**src/rtl/sbe_pkg.sv**
```systemverilog
// sbe_pkg: opcodes, status codes, controller states and command structs
// for the stack bytecode executor. No dependencies.
package sbe_pkg;

  localparam int unsigned STACK_DEPTH_DEF = 256;
  localparam int unsigned VAR_COUNT_DEF   = 64;
  localparam int unsigned ADDR_BITS_DEF   = 16;

  typedef enum logic [4:0] {
    OP_HALT = 5'd0, OP_PUSHINT = 5'd1, OP_LOAD = 5'd2, OP_STORE = 5'd3,
    OP_ADD = 5'd4, OP_SUB = 5'd5, OP_MUL = 5'd6, OP_DIV = 5'd7,
    OP_PRINTINT = 5'd8, OP_PRINTSTR = 5'd9, OP_PUSHSTR = 5'd10,
    OP_JMP = 5'd11, OP_JZ = 5'd12, OP_EQ = 5'd13, OP_NE = 5'd14,
    OP_LT = 5'd15, OP_GT = 5'd16, OP_LE = 5'd17, OP_GE = 5'd18
  } opcode_t;

  typedef enum logic [2:0] {
    ST_RUN = 3'd0, ST_HALT = 3'd1, ST_BADOP = 3'd2, ST_STACK = 3'd3,
    ST_DIV0 = 3'd4, ST_BADVAR = 3'd5
  } status_t;

  typedef enum logic [1:0] {
    PK_NONE = 2'd0, PK_INT = 2'd1, PK_STR = 2'd2
  } print_kind_t;

  typedef enum logic [2:0] {
    CS_IDLE, CS_READ, CS_EXEC, CS_DIV, CS_OUT
  } ctrl_state_t;

  // controller -> datapath
  typedef struct packed {
    logic latch_in;   // capture op/arg, launch stack/variable reads
    logic exec;       // evaluate the instruction with read data
    logic div_start;
    logic commit;     // write back a non-divide result; update count, address, stop state
    logic div_commit; // write back the quotient
    logic out_load;
  } dp_cmd_t;

  // datapath -> controller
  typedef struct packed {
    logic need_div;
    logic div_done;
  } dp_stat_t;

endpackage

```
**src/rtl/sbe_controller.sv**
```systemverilog
// sbe_controller: sequences each instruction through read, execute and
// output, then a divide through the divider. Depends on sbe_pkg.
module sbe_controller (
  input  logic               clk,
  input  logic               rst,
  input  logic               in_valid,
  output logic               in_stall,
  output logic               out_valid,
  input  logic               out_stall,
  input  sbe_pkg::dp_stat_t  stat,
  output sbe_pkg::dp_cmd_t   cmd
);
  sbe_pkg::ctrl_state_t state, state_next;
  logic out_full, out_full_next;

  always_comb begin
    state_next = state;
    case (state)
      sbe_pkg::CS_IDLE: if (in_valid) state_next = sbe_pkg::CS_READ;
      sbe_pkg::CS_READ: state_next = sbe_pkg::CS_EXEC;
      sbe_pkg::CS_EXEC: state_next = sbe_pkg::CS_OUT;
      // result already went out, only the quotient write-back remains
      sbe_pkg::CS_DIV:  if (stat.div_done) state_next = sbe_pkg::CS_IDLE;
      sbe_pkg::CS_OUT: begin
        // wait for the previous result to drain
        if (!out_full || !out_stall) begin
          if (stat.need_div) state_next = sbe_pkg::CS_DIV;
          else state_next = sbe_pkg::CS_IDLE;
        end
      end
      default: state_next = sbe_pkg::CS_IDLE;
    endcase
  end

  always_comb begin
    cmd = '0;
    in_stall = (state != sbe_pkg::CS_IDLE);
    out_full_next = out_full && out_stall;
    case (state)
      sbe_pkg::CS_IDLE: cmd.latch_in = in_valid;
      sbe_pkg::CS_EXEC: cmd.exec = 1'b1;
      sbe_pkg::CS_DIV: if (stat.div_done) cmd.div_commit = 1'b1;
      sbe_pkg::CS_OUT: begin
        if (!out_full || !out_stall) begin
          cmd.commit    = 1'b1;
          cmd.div_start = stat.need_div;
          cmd.out_load  = 1'b1;
          out_full_next = 1'b1;
        end
      end
      default: ;
    endcase
  end

  assign out_valid = out_full;

  always_ff @(posedge clk) begin
    if (rst) begin
      state    <= sbe_pkg::CS_IDLE;
      out_full <= 1'b0;
    end else begin
      state    <= state_next;
      out_full <= out_full_next;
    end
  end
endmodule

```
**config.mk**
```make
export PLATFORM = sky130hd
export DESIGN_NAME = sbe_controller
export DESIGN_NICKNAME = d
export VERILOG_FILES = /design/src/rtl/sbe_pkg.sv /design/src/rtl/sbe_controller.sv
export SDC_FILE = /design/constraint.sdc
export NUM_CORES = 1
export LEC_CHECK = 0
export BUFFER_PORTS_ARGS = -buffer_cell sky130_fd_sc_hd__buf_2
export CAP_MARGIN = 15
export CORE_AREA = 10 10 47 49
export CTS_BUF_LIST = sky130_fd_sc_hd__clkbuf_2
export CTS_CLUSTER_DIAMETER = 30
export DETAILED_ROUTE_END_ITERATION = 7
export DIE_AREA = 0 0 57 59
export PLACE_DENSITY = 0.45
export SYNTH_ARGS = -nofsm -noshare
export SYNTH_HDL_FRONTEND = slang
export SYNTH_SLANG_ARGS = --single-unit
```
**constraint.sdc**
```tcl
create_clock -name clk -period 2.2 [get_ports clk]
set_clock_uncertainty 0.15 [all_clocks]
set_input_delay 0.22 -clock clk [delete_from_list [all_inputs] [get_ports clk]]
set_output_delay 0.22 -clock clk [all_outputs]
set_load 0.01 [all_outputs]
```
### Word-level counts from Yosys, hierarchy flattened

Cells that the tools add are included.

* equal/unequal tests: 7
* muxes and demuxes: 15
* reduce and logical (&&, ||, !) cells: 7

Operator list (count)
* $pmux 3 s5: 1
* $mux 3: 3
* $mux 1: 8
* $eq 3x2->1 const B: 2
* $mux 2: 3
* $ne 2x2->1 const B: 3
* $eq 3x1->1 const B: 1
* $eq 3x3->1 const B: 1
* $logic_not 3->1: 1
* $reduce_and 3->1: 1
* $reduce_bool 3->1: 1
* $logic_not 1->1: 2
* $logic_and 1x1->1: 1
* $logic_or 1x1->1: 1

* bits in registers: 4
* input port bits: 6
* output and inout port bits: 8
* logic and storage cells: 31

### Logic depth before layout (Yosys ltp)

Gate-level depths: netlist of the first run.

* depth in word-level cells: 4
* mapped depth: 4
* mapped depth without buffers: 3

### Worst setup path after synthesis of the first run

OpenSTA, ideal clock, no wires.

* path kind: register to output
* start: reg state[1]
* end: out cmd[2] (netlist bit)
* arrival time: 1.041 ns
* data required time: 1.830 ns
* slack: 0.789 ns
* stages on the path, launching flop included: 5
* buffers on the path: 1
* cells stage by stage: dfxtp_1 nor2_2 nand2_1 a21oi_1 buf_4

RTL lines
* start: declaration: RTL line sbe_controller.sv:13 `sbe_pkg::ctrl_state_t state, state_next;`
* start signal: assignment: RTL line sbe_controller.sv:59 `state <= sbe_pkg::CS_IDLE;`
* start signal: assignment: RTL line sbe_controller.sv:62 `state <= state_next;`
* end: declaration: RTL line sbe_controller.sv:11 `output sbe_pkg::dp_cmd_t cmd`

==> results of run 1 <==
-- layer usage --
metal,part of all wire,up-vias,GRT usage
li1,-,143,-
met1,0.51,106,0.0450
met2,0.35,13,0.0434
met3,0.14,0,0.0343
met4,0,0,0.0403
met5,0,-,0
-- cell families after synthesis --
logic type             after synthesis  synth area share
AND/OR/NAND/NOR                     16             0.397
AO/OA/AOI/OAI                        8             0.201
flip-flops                           4             0.314
buffers and inverters                3            0.0882
-- area by class of cell --
class,instances,area (um2)
Fill cell,176,1060
Tap cell,16,20.0
Timing Repair Buffer,13,65.1
Multi-Input combinational cell,24,153
Sequential cell,4,80.1
Inverter,1,3.75
Clock buffer,3,15.0
-- worst max-delay path: stages, from the launching register on --
cell,delay [ps]
dfxtp_1,480
and2b_1,230
and3_2,190
buf_2,130
-- flip-flops by register name, summed over array words and instances, names as in the netlist --
signal	cells
state	3
out_valid	1
-- through the flow --
stage	std cells	hold WS, ps
finish	61	74.3
global route	61	63.7
CTS	61	56.4
detailed placement	58	289
global placement	58	292
floorplan	31	139
-- power breakdown --
group | total (mW) | switching, mW | leakage [nW] | internal (mW)
Clock | 0.0678 | 0.0311 | 0.0125 | 0.0367
Combinational | 0.0691 | 0.0365 | 0.117 | 0.0325
Sequential | 0.0932 | 0.0129 | 0.0327 | 0.0804
-- synthesized netlist by cell type (all sizes together) --
master and count:
and2b 1, a21oi 2, nor2 3, nand3 1
nand2b 1, nand3b 1, and3 2, a221oi 1
o21ai 2, and4 1, nor3 1, nor3b 1
nand2 3, inv 1, a211oi 2, o21a 1
nor4bb 1, dfxtp 4, buf 2
-- how the worst min path moves through the flow --
stage                                 end  slack, ps  cells after the start
floorplan            out_valid$_SDFF_PP0_        140                      1
global placement     out_valid$_SDFF_PP0_        290                      2
detailed placement   out_valid$_SDFF_PP0_        290                      2
CTS                  out_valid$_SDFF_PP0_         60                      2
global route         out_valid$_SDFF_PP0_         60                      2
finish              state[2]$_SDFFE_PP0P_         70                      2
==> reports/qor.yml, run 1 <==
placed_design:
  gpl.final_weighted_congestion: 0.750
  portBuffers: 13
  hpwl_um: 569
  place_area_um2: 322
  dp_slack_ps: 799
setup_path:
  rrSetupSlack_ps: 930
  path_max_fanout: 10
  reg2regPathDepth: 3
  reg2reg_to: "state[1]$_SDFFE_PP0P_"
  rr_startpoint: "state[2]$_SDFFE_PP0P_"
  worstSetupStartpoint: "state[2]$_SDFFE_PP0P_"
  start_kind: "register"
  criticalPathCategory: "register to output pin"
  end_kind: "output pin"
  required_ps: 1830
  crit_path_end: "cmd[1]"
  arrival_ps: 1240
cells_and_area:
  drive_above_1_share: 0.422
  area_growth_pct: 31.9
  final_common_cell: "buf_2"
  diodes: 0
  fin_area_um2: 337
  layout.nets: 53
  final_cell_mix: "buf_2, dfxtp_1, nand2_1, clkbuf_2"
  postLayoutCoreUtil: 0.240
timing:
  maxSlewViolCount: 0
  rsz0062_at_grt: "false"
  setup_violations: 0
  fmax_mhz: 621
  setup_tns_ps: 0
  finalCritPeriodShare: 0.732
  relSlewSlack: 0.811
  final.setup.worst_slack_ps: 589
  tightest_slew_ps: 283
  period_needed_ps: 1610
  hold_violations: 0
clocking:
  cts_root_buffer: "clkbuf_2"
  htree_levels: 1
  cts_setup_buffers: 0
  cts_hold_buf: 0
  clock-sinks: 4
  clock_path_buffers: 2
  tritoncts: "built"
  clk_pin_slew_ps: 50
  cts_buffers: 3
  clk_latency_ps: 210
  cts_resized: 0
die:
  core_um2: 1400
  row_count: 14
  die_area_um2: 3360
  pin_count: 14
  chipWidth_um: 57
  initial_utilization: 0.182
  fp.dieH_um: 59
global_route:
  grt_pass1_wl_mm: 1.05
  grt_max_degree: 11
  overflow: 0
  antenna_found_initial: 0
  track_usage: 0.0406
  grt_pass1_vias: 280
detailed_routing:
  drc: 0
  vias_per_cell: 4.30
  routedWlPerCell_um: 11.3
  vias: 262
  drt-total-wl_um: 691
  dr.pass1.iters: 4
  drt_iter0_markers: 3
  antenna_left: 0
yosys:
  synth_cell_types: 23
  synth_top_area_cell: "dfxtp_1"
  avgSynthCellArea_um2: 8.23
  ys_seq_elements: 4
  ys_seq_area_frac: 0.314
  synth_area_um2: 255
  synth_top_area_frac: 0.314
  synth_warnings: 0
  ys_top_cells_by_area: "dfxtp_1, a211oi_1, nor3b_2"
  syn_inst: 31
  syn_nets: 37
power_and_ir_drop:
  p_leak_nw: 0.162
  total_power_mw: 0.230
  p_per_area_nw_per_um2: 684
  ir_drop_uv: 214
run:
  timing.max_cap.violations: 0
worst_hold_path:
  min-delay-start: "rst"
  hold_path_class: "input pin to register"
status:
  outcome: "finished clean"
Note: power is estimated with default switching activity, not from simulation.
==> run 2, diff against run 1 <==
--- a/config.mk
+++ b/config.mk
@@ -12,7 +12,7 @@
 export CTS_CLUSTER_DIAMETER = 30
 export DETAILED_ROUTE_END_ITERATION = 7
 export DIE_AREA = 0 0 57 59
-export PLACE_DENSITY = 0.45
+export PLACE_DENSITY = 0.46
 export SYNTH_ARGS = -nofsm -noshare
 export SYNTH_HDL_FRONTEND = slang
 export SYNTH_SLANG_ARGS = --single-unit
==> constraint.sdc (replaced) <==
create_clock -name clk -period 1.35 [get_ports clk]
set_clock_uncertainty 0.15 [all_clocks]
set_input_delay 0.135 -clock clk [delete_from_list [all_inputs] [get_ports clk]]
set_output_delay 0.135 -clock clk [all_outputs]
set_load 0.01 [all_outputs]
==> run 2 against run 1 <==
Net effect: non-clock buffer count rose by 7; clock-buffer cell count did not move; sequential share of layout area fell by 2.9 points; utilization rose by 7.1 points; the run now ends with setup timing left; largest power group is now combinational cells; clock power rose by 56%; combinational power rose to 2.7 times the previous value; worst hold slack improved by 12 ps; critical path depth rose by 1; worst setup slack got worse by 600 ps; first-iteration DRC count did not move.
==> reports/qor.yml, run 2 (synthesis gave the netlist of run 1 again) <==
die:
  chipWidth_um: 57  # unchanged
  row_count: 14  # unchanged
  fp.dieH_um: 59  # unchanged
  pin_count: 14  # unchanged
  die_area_um2: 3360  # unchanged
  core_um2: 1400  # unchanged
  initial_utilization: 0.182  # unchanged
clocking:
  htree_levels: 1  # unchanged
  tritoncts: "built"
  clock-sinks: 4  # unchanged
  cts_root_buffer: "clkbuf_2"
  cts_buffers: 3  # unchanged
  clock_path_buffers: 2  # unchanged
  clk_pin_slew_ps: 40  # about the same
  clk_latency_ps: 200  # about the same
status:
  violations: "setup timing"
  outcome: "complete, but fails checks"
cells_and_area:
  fin_area_um2: 437  # +30%
  layout.nets: 60  # +13%
  drive_above_1_share: 0.635  # +0.212
  area_growth_pct: 71.1
  largest-register: "state"
  final_common_cell: "buf_2"
  diodes: 0  # unchanged
  postLayoutCoreUtil: 0.312  # +0.0714
  final_cell_count_no_fill: 68  # +11%
  fillers: 164  # -6.8%
  final_cell_mix: "buf_2, buf_4, clkbuf_2, dfxtp_4"
  largest_register_ffs: 3  # unchanged
timing:
  fmax_mhz: 734
  finalCritPeriodShare: 1.01
  setup_violations: 2  # +2
  hold_violations: 0  # unchanged
  tightest_slew_ps: 264  # -19.9 ps
  period_needed_ps: 1360
  maxSlewViolCount: 0  # unchanged
  holdWs_ps: 86.6  # +12.3 ps
  setup_tns_ps: -23.4  # -23.4 ps
  final.setup.worst_slack_ps: -12.9  # -601 ps
  relSlewSlack: 0.823  # +0.0124
  rsz0062_at_grt: "true"
detailed_routing:
  drc: 0  # unchanged
  drt-total-wl_um: 870  # +26%
  vias: 325  # +24%
  routedWlPerCell_um: 12.8  # +13%
  dr.pass1.iters: 2  # -2
  drt_iter0_markers: 3  # unchanged
  vias_per_cell: 4.78  # +11%
  antenna_left: 0  # unchanged
global_route:
  antenna_found_initial: 0  # unchanged
  overflow: 0  # unchanged
  track_usage: 0.0556  # +0.0150
  grt_max_degree: 8  # -3
  grt_pass1_vias: 366  # +31%
  grt_pass1_wl_mm: 1.48  # +41%
run:
  timing.max_cap.violations: 0  # unchanged
setup_path:
  criticalPathCategory: "register to output pin"
  start_kind: "register"
  required_ps: 1070  # -760 ps
  path_max_fanout: 6  # -4
  arrival_ps: 1080  # -160 ps
  end_kind: "output pin"
placed_design:
  place_area_um2: 329  # +2.3%
  gpl.final_weighted_congestion: 0.720  # -4.0%
  hpwl_um: 575  # +1.1%
  portBuffers: 13  # unchanged
  dp_slack_ps: 69.2  # -730 ps
  dp.cells: 59  # +1.7%
power_and_ir_drop:
  p_leak_nw: 0.203  # +25%
  p_per_area_nw_per_um2: 1010  # +48%
  total_power_mw: 0.442  # +92%
  ir_drop_uv: 374  # +74%
worst_hold_path:
  hold_path_class: "input pin to register"
run 2: final timing paths:
| path | end | start | slack, ps | depth (start not counted) |
|---|---|---|---|---|
| worst min-delay path | out_valid$_SDFF_PP0_ | out_stall | 90 | 3 |
| worst max-delay path | cmd[0] | state[1]$_SDFFE_PP0P_ | -10 | 4 |
| worst min register to register | out_valid$_SDFF_PP0_ | out_valid$_SDFF_PP0_ | 390 | 2 |
| worst max register to register | state[1]$_SDFFE_PP0P_ | state[0]$_SDFFE_PP0P_ | 50 | 4 |
run 2: repair_timing:
| item | 4_1_cts | 5_1_grt |
|---|---|---|
| endpoints found under the hold margin | 4 | 0 |
| setup buffers | 3 | 2 |
| resized for setup | 10 | 5 |
| pin swaps | 1 | 5 |
| endpoints found under the setup margin | 5 | 7 |
| hold buffers | 1 | 0 |
| gates cloned | 0 | 0 |
run 2: per-layer routing:
layer,part of all wire,vias up,GRT usage
met1,0.38,152,0.0496
met5,0,-,0
met2,0.51,16,0.0961
li1,-,157,-
met4,0,0,0.0201
met3,0.11,0,0.0408
run 2: power by group:
group,switching (mW),internal (mW)
combinational,0.0898,0.0938
sequential,0.0184,0.134
clock,0.0464,0.0597
total,0.155,0.287
run 2: critical path: stages (launching register included):
cell	delay, ps
dfxtp_4	360
nor2_4	160
nand2_2	80
a21oi_2	120
buf_2	150
run 2: cell type report:
type | instances | area (um2) | area share
multi-input cells | 24 | 180 | 0.413
repair buffers | 20 | 126 | 0.289
clock buffers | 3 | 15.0 | 0.0344
inverters | 1 | 3.75 | 0.00860
flip-flops and latches | 4 | 91.3 | 0.209
well taps | 16 | 20.0 | 0.0458
==> run 3, diff against run 2 <==
--- a/config.mk
+++ b/config.mk
@@ -7,11 +7,11 @@
 export LEC_CHECK = 0
 export BUFFER_PORTS_ARGS = -buffer_cell sky130_fd_sc_hd__buf_2
 export CAP_MARGIN = 15
-export CORE_AREA = 10 10 47 49
+export CORE_AREA = 2 2 39 41
 export CTS_BUF_LIST = sky130_fd_sc_hd__clkbuf_2
 export CTS_CLUSTER_DIAMETER = 30
 export DETAILED_ROUTE_END_ITERATION = 7
-export DIE_AREA = 0 0 57 59
+export DIE_AREA = 0 0 41 43
 export PLACE_DENSITY = 0.46
 export SYNTH_ARGS = -nofsm -noshare
 export SYNTH_HDL_FRONTEND = slang
==> run 3 against run 2 <==
Net effect: the flow now finishes without violations; via count shrank 8.3%; die area shrank 48%; utilization shrank 0.24 points; combinational power shrank 15%; worst setup slack gained 32 ps; non-clock buffer count shrank 1; critical path type unchanged; largest power group is now sequential cells.
==> reports/qor.yml, run 3 (synthesis gave the netlist of run 1 again) <==
timing:
  final.setup.worst_slack_ps: 19.3  # +32.2 ps
  maxSlewViolCount: 0  # unchanged
  setup_tns_ps: 0  # +23.4 ps
  tightest_slew_ps: 228  # -35.9 ps
  fmax_mhz: 751  # +2.4%
  relSlewSlack: 0.846  # +0.0229
  period_needed_ps: 1330  # -32.2 ps
  finalCritPeriodShare: 0.986  # -0.0238
  rsz0062_at_grt: "true"
  setup_violations: 0  # -2
  hold_violations: 0  # unchanged
cells_and_area:
  area_growth_pct: 67.6
  drive_above_1_share: 0.608  # -0.0268
  diodes: 0  # unchanged
  final_common_cell: "buf_2"
  fillers: 152  # -7.3%
  largest_register_ffs: 3  # unchanged
  layout.nets: 59  # -1.7%
  final_cell_mix: "buf_2, buf_4, clkbuf_2"
  final_cell_count_no_fill: 67  # -1.5%
  fin_area_um2: 428  # -2.0%
  largest-register: "state"
global_route:
  track_usage: 0.0894  # +0.0337
  antenna_found_initial: 0  # unchanged
  grt_pass1_vias: 238  # -35%
  grt_max_degree: 9  # +1
  grt_pass1_wl_mm: 1.00  # -32%
  overflow: 0  # unchanged
setup_path:
  criticalPathCategory: "register to output pin"
  cp_cell_sequence: "nor2_4 -> nand2_2 -> a21oi_2 -> buf_2"
  end_kind: "output pin"
  arrival_ps: 1050  # -30 ps
  cpPeakStageDelay_ps: 370  # about the same
  start_kind: "register"
  path_max_fanout: 5  # -1
  required_ps: 1070  # about the same
  crit_slowest_cell: "dfxtp_4"
detailed_routing:
  drt-total-wl_um: 681  # -22%
  drt_iter0_markers: 2  # -1
  dr.pass1.iters: 2  # unchanged
  drc: 0  # unchanged
  antenna_left: 0  # unchanged
  vias: 298  # -8.3%
  vias_per_cell: 4.45  # -6.9%
  routedWlPerCell_um: 10.2  # -21%
clocking:
  htree_levels: 1  # unchanged
  cts_root_buffer: "clkbuf_2"
  clk_pin_slew_ps: 50  # about the same
  tritoncts: "built"
  clock_path_buffers: 2  # unchanged
  clock-sinks: 4  # unchanged
  cts_buffers: 3  # unchanged
  clk_latency_ps: 210  # about the same
die:
  initial_utilization: 0.184  # +0.00231
  chipWidth_um: 41  # -28%
  fp.dieH_um: 43  # -27%
  core_um2: 1380  # -1.2%
  die_area_um2: 1760  # -48%
  row_count: 14  # unchanged
  pin_count: 14  # unchanged
power_and_ir_drop:
  power.internal_mw: 0.279  # -2.8%
  swShare: 0.350  # +0.000667
  switchingPower_mw: 0.151  # -2.5%
  p_per_area_nw_per_um2: 1000  # -0.71%
  ir_drop_uv: 390  # +4.2%
  p_leak_nw: 0.196  # -3.4%
  clockPowerShare: 0.261  # +0.021
  seqPwrFrac: 0.373  # +0.029
  power_frac_comb: 0.365  # -0.051
worst_hold_path:
  hold_path_class: "input pin to register"
status:
  outcome: "finished clean"
placed_design:
  gpl.final_weighted_congestion: 0.644  # -11%
  dp.cells: 59  # unchanged
  portBuffers: 13  # unchanged
  place_area_um2: 329  # unchanged
  hpwl_um: 458  # -20%
  dp_slack_ps: 83.2  # +14.0 ps
run:
  timing.max_cap.violations: 0  # unchanged
-- run 3: critical path: cells and delay by family (launching register included) --
family          cells  cell delay, ps
flops               1             370
simple gates        2             220
buf+inv             1             140
compound gates      1             110
-- run 3: power groups by stage --
stage          clock (mW)  combinational, mW  sequential (mW)
4_1_cts             0.117              0.138            0.157
3_3_place_gp            0              0.116            0.154
2_1_floorplan           0             0.0800            0.148
6_report            0.112              0.157            0.160
3_5_place_dp            0              0.115            0.153
5_1_grt             0.133              0.170            0.163
-- run 3: layout make-up --
cell class / instances / area (um2) / area share
sequential: 4 / 88.8 / 0.208
timing repair buffer: 19 / 123 / 0.287
clock buffer: 3 / 15.0 / 0.0351
tap: 16 / 20.0 / 0.0468
multi-input combinational: 24 / 178 / 0.415
inverter: 1 / 3.75 / 0.00877
-- run 3: worst paths after layout --
kind	startpoint	to	slack, ps	cells after the start
worst min register to register	state[0]$_SDFFE_PP0P_	state[2]$_SDFFE_PP0P_	340	1
worst min-delay path	out_stall	out_valid$_SDFF_PP0_	70	3
worst max register to register	state[1]$_SDFFE_PP0P_	state[1]$_SDFFE_PP0P_	100	4
worst max-delay path	state[1]$_SDFFE_PP0P_	cmd[2]	20	4
-- run 3: routing by layer --
metal	GRT usage	wire length, um	up-vias
met5	0	0	-
met4	0.0800	4	0
met3	0.0471	68	2
met2	0.100	258	16
met1	0.116	350	125
li1	-	-	155
-- run 3: stage by stage --
stage	power, mW	util	hold slack, ps
3_3_place_gp	0.269	0.238	209
4_1_cts	0.411	0.278	59.4
6_report	0.430	0.309	71.0
3_5_place_dp	0.268	0.238	212
2_1_floorplan	0.228	-	54.1
5_1_grt	0.466	0.309	55.8
-- run 3: what timing repair did --
action | 4_1_cts | 5_1_grt
pin swaps | 1 | 4
setup endpoints to repair | 6 | 7
buffers inserted | 2 | 2
gates resized for setup | 6 | 7
hold buffers | 1 | 0
endpoints found under the hold margin | 4 | 0
